==> config.mk <==
export PLATFORM = sky130hd
export DESIGN_NAME = ntps_dist_unit
export DESIGN_NICKNAME = d
export VERILOG_FILES = /design/src/hw/rtl/ntps_pkg.sv /design/src/hw/rtl/ntps_dist_unit.sv
export SDC_FILE = /design/constraint.sdc
export NUM_CORES = 1
export LEC_CHECK = 0
export BUFFER_PORTS_ARGS = -buffer_cell sky130_fd_sc_hd__buf_4
export CORE_ASPECT_RATIO = 0.5
export CORE_MARGIN = 2
export CORE_UTILIZATION = 58
export CTS_BUF_LIST = sky130_fd_sc_hd__clkbuf_8
export DETAILED_ROUTE_END_ITERATION = 8
export PLACE_DENSITY = 0.78
export SYNTH_ARGS = -nofsm -noshare
export SYNTH_HDL_FRONTEND = slang
export SYNTH_SLANG_ARGS = --single-unit
==> constraint.sdc <==
create_clock -name clk -period 7 [get_ports clk]
set_input_delay 0.7 -clock clk [delete_from_list [all_inputs] [get_ports clk]]
set_output_delay 0.7 -clock clk [all_outputs]
set_load 0.05 [all_outputs]
==> src/hw/rtl/ntps_pkg.sv <==
// Shared types, constants and helpers for the nearest trajectory point search block.
package ntps_pkg;

    localparam int MAX_ENTRIES_DEF = 1024;
    localparam int JOINTS_DEF      = 7;
    localparam int SAMPLE_BITS_DEF = 20;

    localparam int ENTRY_COUNT_W = 11;
    localparam int PADDR_W       = 2;
    localparam int PDATA_W       = 32;
    localparam int ACC_W         = 64;

    localparam logic REQ_LOAD  = 1'b0;
    localparam logic REQ_QUERY = 1'b1;

    typedef struct packed {
        logic              req_type;
        logic [9:0]        entry_index;
        logic [2:0]        joint_index;
        logic signed [19:0] mean_value;
        logic [18:0]       std_value;
        logic signed [19:0] angle_0;
        logic signed [19:0] angle_1;
        logic signed [19:0] angle_2;
        logic signed [19:0] angle_3;
        logic signed [19:0] angle_4;
        logic signed [19:0] angle_5;
        logic signed [19:0] angle_6;
    } in_word_t;

    typedef struct packed {
        logic [2:0]         result_joint;
        logic signed [19:0] nearest_mean;
        logic [18:0]        nearest_std;
        logic [9:0]         match_index;
        logic               empty_table;
        logic               last_of_run;
    } out_word_t;

    typedef struct packed {
        logic valid;
        logic first_joint;
        logic last_joint;
        logic first_row;
        logic last_row;
    } scan_tag_t;

    typedef struct packed {
        logic valid;
        logic empty;
        logic last;
    } emit_tag_t;

    typedef enum logic [1:0] {
        ST_IDLE,
        ST_SCAN,
        ST_DRAIN,
        ST_EMIT
    } seq_state_t;

    // Sign-extend a 20-bit field to 32 bits.
    function automatic logic [31:0] sext20(input logic [19:0] v);
        sext20 = 32'($signed(v));
    endfunction

endpackage

==> src/hw/rtl/ntps_dist_unit.sv <==
// Shared subtract, square and accumulate unit with running minimum tracking.
module ntps_dist_unit
    import ntps_pkg::*;
#(
    parameter int MAX_ENTRIES = MAX_ENTRIES_DEF,
    parameter int JOINTS      = JOINTS_DEF,
    parameter int SAMPLE_BITS = SAMPLE_BITS_DEF,
    localparam int IW         = (MAX_ENTRIES > 1) ? $clog2(MAX_ENTRIES) : 1,
    localparam int JW         = (JOINTS > 1) ? $clog2(JOINTS) : 1
)
(
    input  logic                               clk,
    input  logic                               rst_n,
    input  logic                               q_load,
    input  logic [JOINTS-1:0][SAMPLE_BITS-1:0] query,
    input  scan_tag_t                          scan_tag,
    input  logic [IW-1:0]                      scan_row,
    input  logic [JW-1:0]                      scan_joint,
    input  logic [SAMPLE_BITS-1:0]             rd_mean,
    output logic [IW-1:0]                      best_idx,
    output logic                               best_done
);

    logic [JOINTS-1:0][SAMPLE_BITS-1:0] q_reg;

    scan_tag_t tag1_reg, tag2_reg, tag3_reg;
    logic [IW-1:0] row1_reg, row2_reg, row3_reg, row4_reg;
    logic [JW-1:0] joint1_reg;

    logic [SAMPLE_BITS-1:0]   mag2_reg;
    logic [2*SAMPLE_BITS-1:0] sq3_reg;
    logic [ACC_W-1:0]         acc_reg;
    logic                     row_done4_reg;
    logic                     first_row4_reg;
    logic                     last_row4_reg;
    logic [ACC_W-1:0]         best_dist_reg;
    logic [IW-1:0]            best_idx_reg;
    logic                     done5_reg;

    logic [SAMPLE_BITS-1:0] q_sel;
    logic [SAMPLE_BITS:0]   diff;
    logic [SAMPLE_BITS:0]   mag_wide;
    logic [ACC_W:0]         sum;
    logic [ACC_W-1:0]       acc_next;

    assign q_sel    = q_reg[joint1_reg];
    assign diff     = {rd_mean[SAMPLE_BITS-1], rd_mean} - {q_sel[SAMPLE_BITS-1], q_sel};
    assign mag_wide = diff[SAMPLE_BITS] ? (~diff + 1'b1) : diff;

    // Saturate the distance at the top of the accumulator range.
    assign sum      = {1'b0, acc_reg} + {1'b0, ACC_W'(sq3_reg)};
    assign acc_next = sum[ACC_W] ? {ACC_W{1'b1}} : sum[ACC_W-1:0];

    always_ff @(posedge clk)
    begin
        if (q_load)
        begin
            q_reg <= query;
        end
    end

    always_ff @(posedge clk or negedge rst_n)
    begin
        if (!rst_n)
        begin
            tag1_reg      <= '0;
            tag2_reg      <= '0;
            tag3_reg      <= '0;
            row_done4_reg <= 1'b0;
            done5_reg     <= 1'b0;
        end
        else
        begin
            tag1_reg      <= scan_tag;
            tag2_reg      <= tag1_reg;
            tag3_reg      <= tag2_reg;
            row_done4_reg <= tag3_reg.valid && tag3_reg.last_joint;
            done5_reg     <= row_done4_reg && last_row4_reg;
        end
    end

    always_ff @(posedge clk)
    begin
        row1_reg   <= scan_row;
        joint1_reg <= scan_joint;
        row2_reg   <= row1_reg;
        mag2_reg   <= mag_wide[SAMPLE_BITS-1:0];
        row3_reg   <= row2_reg;
        sq3_reg    <= mag2_reg * mag2_reg;
        if (tag3_reg.valid)
        begin
            acc_reg <= tag3_reg.first_joint ? ACC_W'(sq3_reg) : acc_next;
        end
        row4_reg       <= row3_reg;
        first_row4_reg <= tag3_reg.first_row;
        last_row4_reg  <= tag3_reg.last_row;
        // Keep the first strict minimum.
        if (row_done4_reg && (first_row4_reg || (acc_reg < best_dist_reg)))
        begin
            best_dist_reg <= acc_reg;
            best_idx_reg  <= row4_reg;
        end
    end

    assign best_idx  = best_idx_reg;
    assign best_done = done5_reg;

endmodule

==> flow_summary.ini <==
[status]
outcome = finished, final reports clean

[cts]
numCtsBuffers = 57
cts_tree = done
cts_root_buffer = clkbuf_8
cts_setup_buffers = 0
clkSinkCount = 399
clk_pin_slew_ns = 0.07
insertion_delay_ns = 0.68
clock_path_buffers = 3
htree_levels = 2

[global_route]
grt_pass1_vias = 21500
grt_usage_pct = 24.4
grt_max_degree = 90
gr-total-overflow = 0
antenna_found_initial = 0
grt_pass1_wl_mm = 106

[detailed_routing]
post_drt_wl_per_cell_um = 17.3
post-route-drc-count = 0
wl_mm = 64.8
final_antenna_net_count = 0
via_per_inst = 5.52
first_pass_iters = 8
vias = 20800
first_iter_violations = 1372

[placement]
dp_hpwl_mm = 50.7
place_congestion = 0.914
dp.cells = 3649
pre_cts_ws_ns = 0.0898
numPortBuffers = 191

[finish]
largest_reg_flops = 140
drive_gt1_share_pct = 13.1
fin_cells = 3758
antenna_cells = 0
nNetsFinal = 3748
fill_cells = 3938
areaGrowthSynthToFinish_pct = 12.3

[yosys]
syn_inst = 2797
synth_top_area_share_pct = 27.6
syn_area_per_cell_um2 = 10.8
ys_types = 83
async_reset_ff_share_pct = 4.26
ys_ff_latch = 399
synth_edf_count = 278
syn-num-nets = 3537
netlist_top_cells_count = 471 x inv_1, 280 x fa_1, 279 x ha_1, 278 x edfxtp_1, 201 x nand2_1
synthesis.area_mm2 = 0.0302
yosysTopAreaCell = edfxtp_1
synth_ff_type = edfxtp_1
yosysWarningCount = 0
synth_area_leaders = edfxtp_1 28%, fa_1 19%, ha_1 12%
yosysMostFrequentCell = inv_1
yosysSeqAreaShare_pct = 35.9

[critical_path]
worst_setup_path_start_kind = flip-flop
crit_type = flip-flop to flip-flop
critPathTopFamily = adder cells
worst_path_largest_cell_delay_ns = 0.60
crit_fanout = 8
required_ns = 7.59
cpMostUsedCell = fa_1
worst-path-buf-inv = 5
cp_cell_sequence = nand2_1 > inv_1 > fa_1 > fa_1 > inv_1 > fa_1 > inv_1 > fa_1 > fa_1 > fa_1 > inv_1 > fa_1 > inv_1 > ha_1 > a21oi_1 > o2111ai_1 > o2111ai_1 > a21oi_1 > or2_2 > a221oi_2 > xnor2_1
arrival_ns = 7.27
worstSetupEndpointType = flip-flop
crit_path_top_delay_cell = dfxtp_1

[timing]
final.min_clock_period_ns = 6.68
fin_tns_setup_ns = 0
max_freq_mhz = 150
tightest_slew_ns = 1.17
hold_violations = 0
fin_ws_ns = 0.323
maxSlewViolCount = 0
setup_violations = 0
rsz0062_at_grt = no
relSlewSlack_pct = 21.9
finalCritPeriodShare_pct = 95.4
skew_ns = 0.0833

[floorplanning]
core_area_mm2 = 0.0517
ios = 192
die_h_um = 165
start_util_pct = 58.5
die_w_um = 327
dieArea_mm2 = 0.0540
rows = 59

[worst_hold_path]
hp-class = input pin to flip-flop

[run]
maxCapViolCount = 0
[final cells by class]
cell class | instances | area (µm²) | share of cell area [%]
multi-input combinational | 1834 | 17200 | 50.8
sequential | 399 | 10900 | 32.0
timing repair buffer | 245 | 1850 | 5.47
inverter | 471 | 1770 | 5.21
tap | 701 | 877 | 2.59
clock buffer | 59 | 812 | 2.39
clock inverter | 49 | 507 | 1.49
[metrics by stage]
step	area (µm²)	utilization, %	hold slack (ns)
after floorplan	30200	-	0.310
after global placement	32600	63.0	0.310
after detailed placement	32600	63.0	0.312
after CTS	33900	65.6	0.0758
after global routing	33900	65.6	0.0722
final	33900	65.6	0.119
[placed cells by master, fill, tap and decap left out, types with 10 or more instances in the layout]
| cell | count |
|---|---|
| inv_1 | 486 |
| fa_1 | 280 |
| ha_1 | 279 |
| edfxtp_1 | 278 |
| buf_4 | 243 |
| nand2_1 | 200 |
| a21oi_1 | 134 |
| nor2_1 | 112 |
| and2_1 | 97 |
| dfxtp_1 | 94 |
| o21ai_0 | 86 |
| a21o_1 | 79 |
| xnor2_1 | 73 |
| clkbuf_8 | 59 |
| xor2_1 | 55 |
| a31oi_1 | 43 |
| nand3_1 | 35 |
| o211ai_1 | 32 |
| nor3_1 | 32 |
| nand4_1 | 30 |
| nor2b_1 | 20 |
| mux4_2 | 20 |
| mux2i_1 | 20 |
| and3_1 | 18 |
| a211oi_1 | 18 |
| o21bai_1 | 17 |
| dfrtp_1 | 16 |
| o21a_1 | 14 |
| nand2b_1 | 10 |
[layer usage]
metal	part of all wire [%]	track usage, %	up-vias
li1	-	-	9928
met1	45	33.1	10100
met2	47	41.3	638
met3	6.6	4.80	102
met4	1.8	5.13	0
met5	0	0	-
[logic make-up after synthesis]
family	share of synthesized area, %
flops	35.9
fa+ha+maj	30.1
compound gates	11.0
mux	2.27
simple gates	9.83
buf+inv	7.11
xor+xnor	3.71
[final timing paths]
path,from,endpoint,slack (ns),depth (start not counted)
worst max register to register,mag2_reg[14],sq3_reg[37],0.32,21
worst max-delay path,mag2_reg[14],sq3_reg[37],0.32,21
min in group asynchronous,rst_n,row_done4_reg,0.42,2
max in group asynchronous,rst_n,tag3_reg[4],6.39,2
worst min-delay path,scan_row[6],row1_reg[6],0.12,1
worst min register to register,row1_reg[2],row2_reg[2],0.33,0
[repair_timing]
| action | 4_1_cts | 5_1_grt |
|---|---|---|
| hold buffers | 1 | 0 |
| endpoints found under the setup margin | 0 | 15 |
| endpoints found under the hold margin | 17 | 0 |
| gates resized for setup | 0 | 12 |
Power is not shown: default switching activity piles up to over one toggle a cycle in this logic, so the estimate is an artifact.
