==> src/hw/rtl/ntps_pkg.sv <==
// Shared types, constants and helpers for the nearest trajectory point search block.
package ntps_pkg;

    localparam int MAX_ENTRIES_DEF = 1024;
    localparam int JOINTS_DEF      = 7;
    localparam int SAMPLE_BITS_DEF = 20;

    localparam int ENTRY_COUNT_W = 11;
    localparam int PADDR_W       = 2;
    localparam int PDATA_W       = 32;
    localparam int ACC_W         = 64;

    localparam logic REQ_LOAD  = 1'b0;
    localparam logic REQ_QUERY = 1'b1;

    typedef struct packed {
        logic              req_type;
        logic [9:0]        entry_index;
        logic [2:0]        joint_index;
        logic signed [19:0] mean_value;
        logic [18:0]       std_value;
        logic signed [19:0] angle_0;
        logic signed [19:0] angle_1;
        logic signed [19:0] angle_2;
        logic signed [19:0] angle_3;
        logic signed [19:0] angle_4;
        logic signed [19:0] angle_5;
        logic signed [19:0] angle_6;
    } in_word_t;

    typedef struct packed {
        logic [2:0]         result_joint;
        logic signed [19:0] nearest_mean;
        logic [18:0]        nearest_std;
        logic [9:0]         match_index;
        logic               empty_table;
        logic               last_of_run;
    } out_word_t;

    typedef struct packed {
        logic valid;
        logic first_joint;
        logic last_joint;
        logic first_row;
        logic last_row;
    } scan_tag_t;

    typedef struct packed {
        logic valid;
        logic empty;
        logic last;
    } emit_tag_t;

    typedef enum logic [1:0] {
        ST_IDLE,
        ST_SCAN,
        ST_DRAIN,
        ST_EMIT
    } seq_state_t;

    // Sign-extend a 20-bit field to 32 bits.
    function automatic logic [31:0] sext20(input logic [19:0] v);
        sext20 = 32'($signed(v));
    endfunction

endpackage

==> src/hw/rtl/ntps_seq.sv <==
// Sequencer: item accept, load writes, scan address walk and result read-out.
module ntps_seq
    import ntps_pkg::*;
#(
    parameter int MAX_ENTRIES = MAX_ENTRIES_DEF,
    parameter int JOINTS      = JOINTS_DEF,
    localparam int DEPTH      = MAX_ENTRIES * JOINTS,
    localparam int AW         = (DEPTH > 1) ? $clog2(DEPTH) : 1,
    localparam int IW         = (MAX_ENTRIES > 1) ? $clog2(MAX_ENTRIES) : 1,
    localparam int JW         = (JOINTS > 1) ? $clog2(JOINTS) : 1
)
(
    input  logic                     clk,
    input  logic                     rst_n,
    input  logic                     start,
    input  logic                     req_type,
    input  logic [9:0]               entry_index,
    input  logic [2:0]               joint_index,
    input  logic [ENTRY_COUNT_W-1:0] entry_count,
    input  logic [IW-1:0]            best_idx,
    input  logic                     best_done,
    output logic                     busy,
    output logic                     q_load,
    output logic                     wr_en,
    output logic [AW-1:0]            wr_addr,
    output logic [AW-1:0]            rd_addr,
    output scan_tag_t                scan_tag,
    output logic [IW-1:0]            scan_row,
    output logic [JW-1:0]            scan_joint,
    output emit_tag_t                emit_tag,
    output logic [JW-1:0]            emit_joint
);

    seq_state_t    state_reg, state_next;
    logic [AW-1:0] addr_reg, addr_next;
    logic [IW-1:0] row_reg, row_next;
    logic [JW-1:0] joint_reg, joint_next;
    logic [IW-1:0] last_row_reg, last_row_next;

    logic        accept;
    logic [31:0] cnt32;
    logic [31:0] cnt_clamp;
    logic [31:0] cnt_m1;
    logic [31:0] load_addr32;
    logic [31:0] base32;
    logic        load_ok;
    logic        joint_last;

    assign accept      = start && (state_reg == ST_IDLE);
    assign cnt32       = 32'(entry_count);
    assign cnt_clamp   = (cnt32 > 32'(MAX_ENTRIES)) ? 32'(MAX_ENTRIES) : cnt32;
    assign cnt_m1      = cnt_clamp - 32'd1;
    assign load_addr32 = 32'(entry_index) * 32'(JOINTS) + 32'(joint_index);
    assign base32      = 32'(best_idx) * 32'(JOINTS);
    assign load_ok     = (32'(entry_index) < 32'(MAX_ENTRIES)) &&
                         (32'(joint_index) < 32'(JOINTS));
    assign joint_last  = (joint_reg == JW'(JOINTS - 1));

    assign busy    = (state_reg != ST_IDLE);
    assign rd_addr = addr_reg;
    assign wr_addr = load_addr32[AW-1:0];

    always_ff @(posedge clk or negedge rst_n)
    begin
        if (!rst_n)
        begin
            state_reg    <= ST_IDLE;
            addr_reg     <= '0;
            row_reg      <= '0;
            joint_reg    <= '0;
            last_row_reg <= '0;
        end
        else
        begin
            state_reg    <= state_next;
            addr_reg     <= addr_next;
            row_reg      <= row_next;
            joint_reg    <= joint_next;
            last_row_reg <= last_row_next;
        end
    end

    always_comb
    begin
        state_next    = state_reg;
        addr_next     = addr_reg;
        row_next      = row_reg;
        joint_next    = joint_reg;
        last_row_next = last_row_reg;
        q_load        = 1'b0;
        wr_en         = 1'b0;
        scan_tag      = '0;
        scan_row      = row_reg;
        scan_joint    = joint_reg;
        emit_tag      = '0;
        emit_joint    = joint_reg;

        case (state_reg)
            ST_IDLE:
            begin
                if (accept)
                begin
                    if (req_type == REQ_LOAD)
                    begin
                        wr_en = load_ok;
                    end
                    else if (cnt32 == 32'd0)
                    begin
                        // Empty table: one flagged word, no scan.
                        emit_tag.valid = 1'b1;
                        emit_tag.empty = 1'b1;
                        emit_tag.last  = 1'b1;
                        emit_joint     = '0;
                    end
                    else
                    begin
                        q_load        = 1'b1;
                        addr_next     = '0;
                        row_next      = '0;
                        joint_next    = '0;
                        last_row_next = cnt_m1[IW-1:0];
                        state_next    = ST_SCAN;
                    end
                end
            end

            ST_SCAN:
            begin
                scan_tag.valid       = 1'b1;
                scan_tag.first_joint = (joint_reg == '0);
                scan_tag.last_joint  = joint_last;
                scan_tag.first_row   = (row_reg == '0);
                scan_tag.last_row    = (row_reg == last_row_reg);
                addr_next            = addr_reg + 1'b1;
                if (joint_last)
                begin
                    joint_next = '0;
                    row_next   = row_reg + 1'b1;
                    if (row_reg == last_row_reg)
                    begin
                        state_next = ST_DRAIN;
                    end
                end
                else
                begin
                    joint_next = joint_reg + 1'b1;
                end
            end

            ST_DRAIN:
            begin
                // Hold until the last row has been compared.
                if (best_done)
                begin
                    addr_next  = base32[AW-1:0];
                    joint_next = '0;
                    state_next = ST_EMIT;
                end
            end

            ST_EMIT:
            begin
                emit_tag.valid = 1'b1;
                emit_tag.last  = joint_last;
                addr_next      = addr_reg + 1'b1;
                if (joint_last)
                begin
                    joint_next = '0;
                    state_next = ST_IDLE;
                end
                else
                begin
                    joint_next = joint_reg + 1'b1;
                end
            end

            default:
            begin
                state_next = ST_IDLE;
            end
        endcase
    end

endmodule

==> config.mk <==
export PLATFORM = sky130hd
export DESIGN_NAME = ntps_seq
export DESIGN_NICKNAME = d
export VERILOG_FILES = /design/src/hw/rtl/ntps_pkg.sv /design/src/hw/rtl/ntps_seq.sv
export SDC_FILE = /design/constraint.sdc
export NUM_CORES = 1
export LEC_CHECK = 0
export BUFFER_PORTS_ARGS = -buffer_cell sky130_fd_sc_hd__buf_2
export CELL_PAD_IN_SITES_DETAIL_PLACEMENT = 2
export CELL_PAD_IN_SITES_GLOBAL_PLACEMENT = 2
export CORE_MARGIN = 2
export CORE_UTILIZATION = 33
export CTS_CLUSTER_DIAMETER = 30
export DETAILED_ROUTE_END_ITERATION = 16
export PLACE_DENSITY_LB_ADDON = 0.1
export SYNTH_ARGS = -nofsm -noshare
export SYNTH_HDL_FRONTEND = slang
export SYNTH_SLANG_ARGS = --single-unit
==> constraint.sdc <==
create_clock -name clk -period 2.9 [get_ports clk]
set_input_delay 0.145 -clock clk [delete_from_list [all_inputs] [get_ports clk]]
set_output_delay 0.145 -clock clk [all_outputs]
set_load 0.05 [all_outputs]
==> results.json, run 1 <==
{
  "outcome": "finished clean",
  "seq_area_um2": 951,
  "crit_chain": "buf_6 -> fa_1 -> fa_1 -> inv_2 -> fa_2 -> nor2b_4 -> o2111ai_2 -> nand3_2 -> nand2_2 -> buf_6 -> xnor2_4 -> buf_6",
  "synth_cell_types": 63,
  "cp_num_buf_inv": 4,
  "drt_iter0_markers": 112,
  "gr-total-overflow": 0,
  "postCtsSetupBuffers": 0,
  "drtAntennaViolNets": 0,
  "period_minus_slack_ps": 2850,
  "tightestPinTransition_ps": 957,
  "path_class": "primary input to primary output",
  "peakVddDrop_v": 0.000497,
  "yosys_warnings": 0,
  "finalSetupTns_ps": 0,
  "place_area_mm2": 0.00496,
  "hold_class": "primary input to async pin",
  "ff2ff_setup_slack_ps": 540,
  "rsz0062_at_grt": "true",
  "io_pins": 92,
  "reg2regPathDepth": 9,
  "fin_nets": 691,
  "root_buffer": "clkbuf_16",
  "drc": 0,
  "cts_buffer_depth": 2,
  "finalCritPeriodShare_pct": 98.3,
  "dp_hpwl_mm": 10.8,
  "setup_viol": 0,
  "r2r-end": "rd_addr[6]$_DFFE_PN0P_",
  "syn-cell-area_mm2": 0.00417,
  "drive_above_1_share_pct": 26.2,
  "vias": 4057,
  "diodes": 0,
  "place_congestion": 0.805,
  "routedWlPerCell_um": 18.1,
  "power_uw": 4390,
  "gr-usage-all-layers_pct": 20.9,
  "synthAdderAreaFrac_pct": 23.3,
  "multi_input_area_mm2": 0.00312,
  "path_common_cell": "buf_6",
  "synth_top_area_share_pct": 22.8,
  "core_mm2": 0.0125,
  "synthMuxAreaShare_pct": 1.05,
  "start_kind": "primary input",
  "utilization_pct": 42.3,
  "wl_mm": 13.7,
  "final_area_mm2": 0.00528,
  "grt_start_max_net_pins": 39,
  "yosysTopAreaCell": "dfrtp_1",
  "final_cell_mix": "buf_2 (84), nand2_1 (47), inv_1 (46)",
  "row_count": 41,
  "cts-buffers-inserted": 5,
  "end_kind": "primary output",
  "cts_hold_buf": 0,
  "cts.clk_slew.worst_paths_ps": 60,
  "maxCapViolCount": 0,
  "cp.arrival_ps": 2710,
  "finalHoldViolations": 0,
  "pre_cts_slack_ps": -157,
  "clock_skew_ps": 8.86,
  "ys_ff_latch": 38,
  "die_area_mm2": 0.0135,
  "initial_core_util_pct": 33.4,
  "die_y_um": 116,
  "synthXorXnorAreaFrac_pct": 6.51,
  "ys.flop_type": "dfrtp_1",
  "cts_tree": "yes",
  "cts_sinks": 38,
  "viasPerCell": 5.35,
  "grt_pass1_wl_mm": 22.5,
  "port_buffers": 91,
  "areaGrowthSynthToFinish_pct": 26.6,
  "final_common_cell": "buf_2",
  "drt_pass1_iterations": 4,
  "die_x_um": 116,
  "cp.required_ps": 2760,
  "relSlewSlack_pct": 36.2,
  "synth_top_family_by_area": "adder cells",
  "p_leak_uw": 0.00255,
  "critPathTopFamily": "adder cells",
  "synth.area.top_cells": "dfrtp_1 (23%), ha_1 (13%), fa_1 (10%), inv_1 (4.3%), nand2_1 (4.3%)",
  "synthCells": 485,
  "crit_fanout": 2,
  "fin_ws_ps": 49.4,
  "cts_max_level": 2,
  "syn-num-nets": 589,
  "p_per_area_mw_per_mm2": 832,
  "synth-edff-count": 0,
  "slew_violations": 0,
  "n_fill_cell": 1407,
  "synth_compound_area_share_pct": 21.8,
  "synthArstFlopShare_pct": 100,
  "antenna_found_initial": 0,
  "timing.fmax_ghz": 0.351,
  "r2r-start": "state_reg[0]$_DFFE_PN0P_",
  "critPathSlowestCell": "fa_1",
  "max_stage_delay_ps": 570,
  "clk_latency_ps": 280,
  "ys_seq_area_share_pct": 22.8,
  "largest_reg_flops": 13,
  "grt_pass1_vias": 4373,
  "crit_cells": 12,
  "synthSimpleGateAreaFrac_pct": 18.1,
  "avgSynthCellArea_um2": 8.60
}
-- cell type report --
| type | count | share of cell area, % |
|---|---|---|
| timing repair buffer | 110 | 12.0 |
| clock buffer | 6 | 2.63 |
| multi-input combinational | 383 | 59.2 |
| clock inverter | 1 | 0.569 |
| inverter | 49 | 3.49 |
| tap | 172 | 4.08 |
| sequential | 38 | 18.0 |
-- worst max-delay path by stage --
stage,end,startpoint,slack [ps]
global route,wr_addr[12],entry_index[4],-50
finish,wr_addr[9],entry_index[0],50
detailed placement,wr_addr[11],entry_index[0],-160
floorplan,wr_addr[12],entry_index[0],-170
global placement,wr_addr[11],entry_index[0],-70
CTS,wr_addr[12],entry_index[0],20
-- worst reg2reg max path: stages (launching register included) --
cell and delay [ps]:
dfrtp_1 400, inv_1 120, ha_1 330, clkinv_1 190, buf_4 210, o211ai_1 290
buf_4 280, a31oi_1 70, o21ai_0 220, o21ai_0 130
-- routing by layer --
metal  share of wire [%]  vias to the layer above  wire length (µm)  GRT usage [%]
li1                    -                     1944                 -              -
met1                  46                     2038              6340           27.8
met2                  50                       70              6920           37.2
met3                 2.9                        5               405           2.28
met4                0.58                        0                80           3.25
met5                   0                        -                 0              0
-- metrics by stage --
step	hold slack (ps)	cells
after floorplan	-151	485
after global placement	336	752
after detailed placement	344	752
after CTS	41.6	759
after global routing	71.1	759
final	14.8	759
-- Yosys cell counts, types with 2 or more instances --
cell type and n:
nor3_1 8, nor3b_1 2, a21oi_1 26, xor2_1 17
nand2_1 48, o2111ai_1 2, mux2_2 3, o211ai_1 7
o21ai_0 29, o311ai_0 2, xnor2_1 14, nor2b_1 4
ha_1 44, nand3_1 9, a311oi_1 2, o22ai_1 3
a21o_1 9, o21ai_1 4, o31ai_1 7, inv_1 48
nor2_1 39, a211oi_1 4, clkbuf_1 9, nand2b_1 5
a31oi_1 3, o221ai_1 2, buf_2 3, o41ai_1 6
dfrtp_1 38, o311ai_2 2, nor4_1 11, or4_1 9
nand4_1 7, buf_6 3, a211o_1 2, and3_1 5
o21a_1 2, fa_1 21, a22oi_1 2
-- timing repair --
action | CTS | global route
pin swaps | 2 | 6
gates resized for setup | 12 | 20
setup endpoints to repair | 5 | 6
-- power by group --
group	switching (µW)	leakage [µW]	internal [µW]
combinational	1840	0.00197	913
sequential	280	0.000494	701
clock	228	0.0000829	425
total	2350	0.00255	2040
-- cells by family (layout without fill, tap and decap cells) --
| group | Yosys count | after routing |
|---|---|---|
| compound gates | 129 | 129 |
| xor+xnor | 31 | 31 |
| flops | 38 | 38 |
| fa+ha+maj | 65 | 65 |
| buf+inv | 64 | 166 |
| mux | 4 | 4 |
| simple gates | 154 | 154 |
(Power assumes the default switching activity.)
==> inputs of run 2 (changes only) <==
--- a/config.mk
+++ b/config.mk
@@ -5,6 +5,7 @@
 export SDC_FILE = /design/constraint.sdc
 export NUM_CORES = 1
 export LEC_CHECK = 0
+export ABC_CLOCK_PERIOD_IN_PS = 3200
 export BUFFER_PORTS_ARGS = -buffer_cell sky130_fd_sc_hd__buf_2
 export CELL_PAD_IN_SITES_DETAIL_PLACEMENT = 2
 export CELL_PAD_IN_SITES_GLOBAL_PLACEMENT = 2
@@ -13,6 +14,7 @@
 export CTS_CLUSTER_DIAMETER = 30
 export DETAILED_ROUTE_END_ITERATION = 16
 export PLACE_DENSITY_LB_ADDON = 0.1
+export SETUP_SLACK_MARGIN = 0.3
 export SYNTH_ARGS = -nofsm -noshare
 export SYNTH_HDL_FRONTEND = slang
 export SYNTH_SLANG_ARGS = --single-unit
==> constraint.sdc (replaced) <==
create_clock -name clk -period 3.2 [get_ports clk]
set_input_delay 0.16 -clock clk [delete_from_list [all_inputs] [get_ports clk]]
set_output_delay 0.16 -clock clk [all_outputs]
set_load 0.05 [all_outputs]
==> results.json, run 2 (same netlist as run 1, synthesis figures left out) <==
{
  "final_cell_mix": "buf_2 (84), inv_1 (48), nand2_1 (47)",
  "die_area_mm2": 0.0135,
  "cts_buffer_depth": 2,
  "cts-buffers-inserted": 5,
  "path_class": "primary input to primary output",
  "row_count": 41,
  "largest_reg_flops": 13,
  "hold_class": "primary input to async pin",
  "p_per_area_mw_per_mm2": 738,
  "gr-usage-all-layers_pct": 19.9,
  "drtAntennaViolNets": 0,
  "finalCritPeriodShare_pct": 91.0,
  "cp.arrival_ps": 2750,
  "slew_violations": 0,
  "critPathTopFamily": "adder cells",
  "viasPerCell": 5.35,
  "initial_core_util_pct": 33.4,
  "end_kind": "primary output",
  "gr-total-overflow": 0,
  "drt_iter0_markers": 65,
  "vias": 3998,
  "routedWlPerCell_um": 17.3,
  "finalSetupTns_ps": 0,
  "final_area_mm2": 0.00511,
  "drive_above_1_share_pct": 23.5,
  "port_buffers": 91,
  "grt_start_max_net_pins": 39,
  "maxCapViolCount": 0,
  "place_area_mm2": 0.00486,
  "start_kind": "primary input",
  "cp_num_buf_inv": 3,
  "place_congestion": 0.780,
  "clk_latency_ps": 280,
  "final_common_cell": "buf_2",
  "die_x_um": 116,
  "cts_tree": "yes",
  "setup_viol": 0,
  "outcome": "finished clean",
  "finalHoldViolations": 0,
  "ff2ff_setup_slack_ps": 810,
  "core_mm2": 0.0125,
  "grt_pass1_vias": 4308,
  "areaGrowthSynthToFinish_pct": 22.5,
  "relSlewSlack_pct": 39.6,
  "io_pins": 92,
  "critPathSlowestCell": "fa_1",
  "grt_pass1_wl_mm": 21.8,
  "antenna_found_initial": 0,
  "power_uw": 3770,
  "peakVddDrop_v": 0.000375,
  "root_buffer": "clkbuf_16",
  "crit_chain": "buf_8 -> fa_1 -> fa_1 -> buf_6 -> ha_4 -> a211oi_2 -> o21ai_2 -> o41ai_2 -> nand2_1 -> o211ai_1 -> buf_4",
  "fin_ws_ps": 289,
  "drt_pass1_iterations": 5,
  "cts.clk_slew.worst_paths_ps": 60,
  "p_leak_uw": 0.00248,
  "cts_sinks": 38,
  "path_common_cell": "fa_1",
  "die_y_um": 116,
  "cts_max_level": 2,
  "dp_hpwl_mm": 10.3,
  "rsz0062_at_grt": "true",
  "max_stage_delay_ps": 550,
  "fin_nets": 678,
  "tightestPinTransition_ps": 902,
  "timing.fmax_ghz": 0.343,
  "diodes": 0,
  "period_minus_slack_ps": 2910,
  "drc": 0,
  "cp.required_ps": 3040,
  "pre_cts_slack_ps": 55.3,
  "clock_skew_ps": 7.45,
  "crit_fanout": 3,
  "wl_mm": 12.9
}
==> run 2: final timing paths <==
kind | start | end | depth (start not counted)
max | entry_index[0] | wr_addr[12] | 11
max reg2reg | state_reg[1]$_DFFE_PN0P_ | state_reg[1]$_DFFE_PN0P_ | 7
min | rst_n | scan_row[3]$_DFFE_PN0P_ | 1
max in group asynchronous | rst_n | rd_addr[11]$_DFFE_PN0P_ | 1
min reg2reg | last_row_reg[2]$_DFFE_PN0P_ | last_row_reg[2]$_DFFE_PN0P_ | 2
min in group clk | entry_count[6] | last_row_reg[6]$_DFFE_PN0P_ | 3
==> run 2: timing repair <==
action                     CTS  global route
hold buffers                 0             0
setup endpoints to repair    4             6
buffers inserted             0             1
pin swaps                    3             0
gates resized for setup     10            13
==> run 2: routing by layer <==
metal / part of all wire (%) / up-vias / routed length, µm / track usage [%]
met2: 48 / 66 / 6240 / 34.0
met4: 0.79 / 0 / 102 / 3.65
met5: 0 / - / 0 / 0
met1: 47 / 2002 / 6120 / 27.1
li1: - / 1924 / - / -
met3: 3.4 / 6 / 434 / 2.59
==> run 2: final cells by class <==
cell class	instances	area, µm²
Fill cell	1440	7360
Timing Repair Buffer	97	537
Sequential cell	38	951
Multi-Input combinational cell	383	3070
Clock buffer	6	139
Clock inverter	2	12.5
Inverter	49	184
Tap cell	172	215
==> run 2: where the power goes <==
group          switching [µW]  internal [µW]  total (µW)
Combinational            1620            755        2370
Clock                     197            309         506
Sequential                251            635         886
Total                    2070           1700        3770
==> run 2: stage by stage <==
stage          hold slack, ps  std cells  utilization, %
2_1_floorplan            -136        485               -
3_3_place_gp              350        738            39.0
3_5_place_dp              354        738            39.0
4_1_cts                  49.6        746            40.5
5_1_grt                  75.0        747            41.0
6_report                 8.14        747            41.0
==> run 2: worst register-to-register path, stage by stage (launching register included) <==
cell	delay [ps]
dfrtp_1	390
inv_1	90
ha_1	220
buf_4	190
nor2_1	710
nor2_1	90
a211o_1	290
mux2_2	290
==> inputs of run 3 (changes only) <==
--- a/config.mk
+++ b/config.mk
@@ -13,8 +13,9 @@
 export CORE_UTILIZATION = 33
 export CTS_CLUSTER_DIAMETER = 30
 export DETAILED_ROUTE_END_ITERATION = 16
+export GPL_ROUTABILITY_DRIVEN = 0
+export GPL_TIMING_DRIVEN = 0
 export PLACE_DENSITY_LB_ADDON = 0.1
-export SETUP_SLACK_MARGIN = 0.3
 export SYNTH_ARGS = -nofsm -noshare
 export SYNTH_HDL_FRONTEND = slang
 export SYNTH_SLANG_ARGS = --single-unit
==> results.json, run 3 (same netlist as run 1, synthesis figures left out) <==
{
  "antenna_found_initial": 0,
  "switching_share_pct": 55.7,
  "drive_above_1_share_pct": 21.1,
  "row_count": 41,
  "p_sw_uw": 2080,
  "multi_input_area_mm2": 0.00299,
  "clk_latency_ps": 290,
  "root_buffer": "clkbuf_16",
  "finalCritPeriodShare_pct": 94.5,
  "drtAntennaViolNets": 0,
  "largest_reg_flops": 13,
  "relSlewSlack_pct": 35.9,
  "grt_pass1_wl_mm": 22.3,
  "dp_hpwl_mm": 10.7,
  "peakVddDrop_v": 0.000356,
  "end_kind": "primary output",
  "cts-buffers-inserted": 5,
  "cts_tree": "yes",
  "core_mm2": 0.0125,
  "io_pins": 92,
  "grt_start_max_net_pins": 39,
  "path_class": "primary input to primary output",
  "finalSetupTns_ps": 0,
  "final_common_cell": "buf_2",
  "routedWlPerCell_um": 17.6,
  "cp.arrival_ps": 2860,
  "start_kind": "primary input",
  "gr-total-overflow": 0,
  "die_area_mm2": 0.0135,
  "rsz0062_at_grt": "false",
  "hold_class": "primary input to async pin",
  "vias": 4034,
  "outcome": "finished clean",
  "pre_cts_slack_ps": -262,
  "fin_ws_ps": 175,
  "final_cell_mix": "buf_2 (90), nand2_1 (48), inv_1 (48)",
  "setup_viol": 0,
  "wl_mm": 13.3,
  "die_y_um": 116,
  "p_leak_uw": 0.00245,
  "finalHoldViolations": 0,
  "timing.fmax_ghz": 0.331,
  "maxCapViolCount": 0,
  "clock_skew_ps": 8.09,
  "period_minus_slack_ps": 3020,
  "p_int_uw": 1650,
  "crit_fanout": 3,
  "drt_iter0_markers": 146,
  "postCtsSetupBuffers": 0,
  "grt_pass1_vias": 4466,
  "viasPerCell": 5.34,
  "initial_core_util_pct": 33.4,
  "p_comb_share_pct": 63.1,
  "cts_max_level": 2,
  "diodes": 0,
  "slew_violations": 0,
  "port_buffers": 90,
  "n_fill_cell": 1445,
  "cts_sinks": 38,
  "tightestPinTransition_ps": 961,
  "p_per_area_mw_per_mm2": 741,
  "cts.clk_slew.worst_paths_ps": 60,
  "seq_area_um2": 951,
  "cp.required_ps": 3040,
  "fin_nets": 686,
  "die_x_um": 116,
  "p_clk_share_pct": 14.0,
  "seqPwrFrac_pct": 23.0,
  "drt_pass1_iterations": 4,
  "cts_buffer_depth": 2,
  "utilization_pct": 40.4,
  "areaGrowthSynthToFinish_pct": 20.9,
  "gr-usage-all-layers_pct": 20.6,
  "drc": 0
}
## run 3: cell count changes in the layout (fill, tap and decap cells not counted), moves of 2 or more
cell and change:
nor4_1 +2, ha_1 +2, xnor2_1 +2, nor4_2 -2, ha_4 -2, buf_2 +6, o41ai_2 -2, clkbuf_1 +9
buf_4 -7, xnor2_2 -2
## run 3: path summary, 6_finish.rpt
kind / from / endpoint / slack, ps / cells after the start
worst max-delay path: entry_index[0] / wr_addr[11] / 180 / 11
worst min-delay path: rst_n / last_row_reg[8]$_DFFE_PN0P_ / 20 / 1
worst max register to register: state_reg[0]$_DFFE_PN0P_ / rd_addr[9]$_DFFE_PN0P_ / 490 / 9
worst min register to register: last_row_reg[2]$_DFFE_PN0P_ / last_row_reg[2]$_DFFE_PN0P_ / 510 / 2
max in group asynchronous: rst_n / rd_addr[11]$_DFFE_PN0P_ / 2570 / 1
min in group clk: entry_count[8] / last_row_reg[8]$_DFFE_PN0P_ / 210 / 3
## run 3: metrics by stage
stage / hold WS (ps) / power, µW / instances / instance area [µm²]
after floorplan: -136 / 2570 / 485 / 4180
after global placement: 366 / 3120 / 747 / 4850
after detailed placement: 374 / 3210 / 747 / 4850
after CTS: 70.3 / 3770 / 755 / 5010
after global routing: 94.8 / 4030 / 755 / 5040
final: 23.0 / 3730 / 755 / 5040
## run 3: worst max-delay path, stage by stage
cell	delay [ps]
buf_2	120
fa_1	480
fa_1	530
inv_1	80
fa_1	480
nor2b_2	160
o2111ai_1	140
nand3_1	130
nand2_1	100
o311ai_2	280
buf_6	210
## run 3: layer usage
layer / wire, µm / global-route usage, % / share of wire [%] / vias to the layer above
met5: 0 / 0 / 0 / -
met3: 374 / 2.59 / 2.8 / 12
li1: - / - / - / 1941
met1: 5480 / 24.3 / 41 / 2029
met4: 179 / 4.68 / 1.3 / 0
met2: 7290 / 39.7 / 55 / 52
## run 3: layout make-up
type | count | area share, %
Buffer | 15 | 1.64
Clock buffer | 6 | 2.76
Clock inverter | 2 | 0.248
Inverter | 49 | 3.65
Multi-Input combinational cell | 383 | 59.4
Sequential cell | 38 | 18.9
Tap cell | 172 | 4.27
Timing Repair Buffer | 90 | 9.16
## run 3: what timing repair did
item / 4_1_cts / 5_1_grt
endpoints found under the setup margin: 2 / 4
gates cloned: 0 / 0
gates resized for setup: 4 / 7
pin swaps: 2 / 3
hold buffers: 0 / 0
## run 3: power by group through the flow
stage	combinational (µW)	clock (µW)	sequential [µW]
CTS	2370	536	861
global placement	2260	0	858
floorplan	1420	0	1150
finish	2360	521	857
global route	2580	560	891
detailed placement	2340	0	869
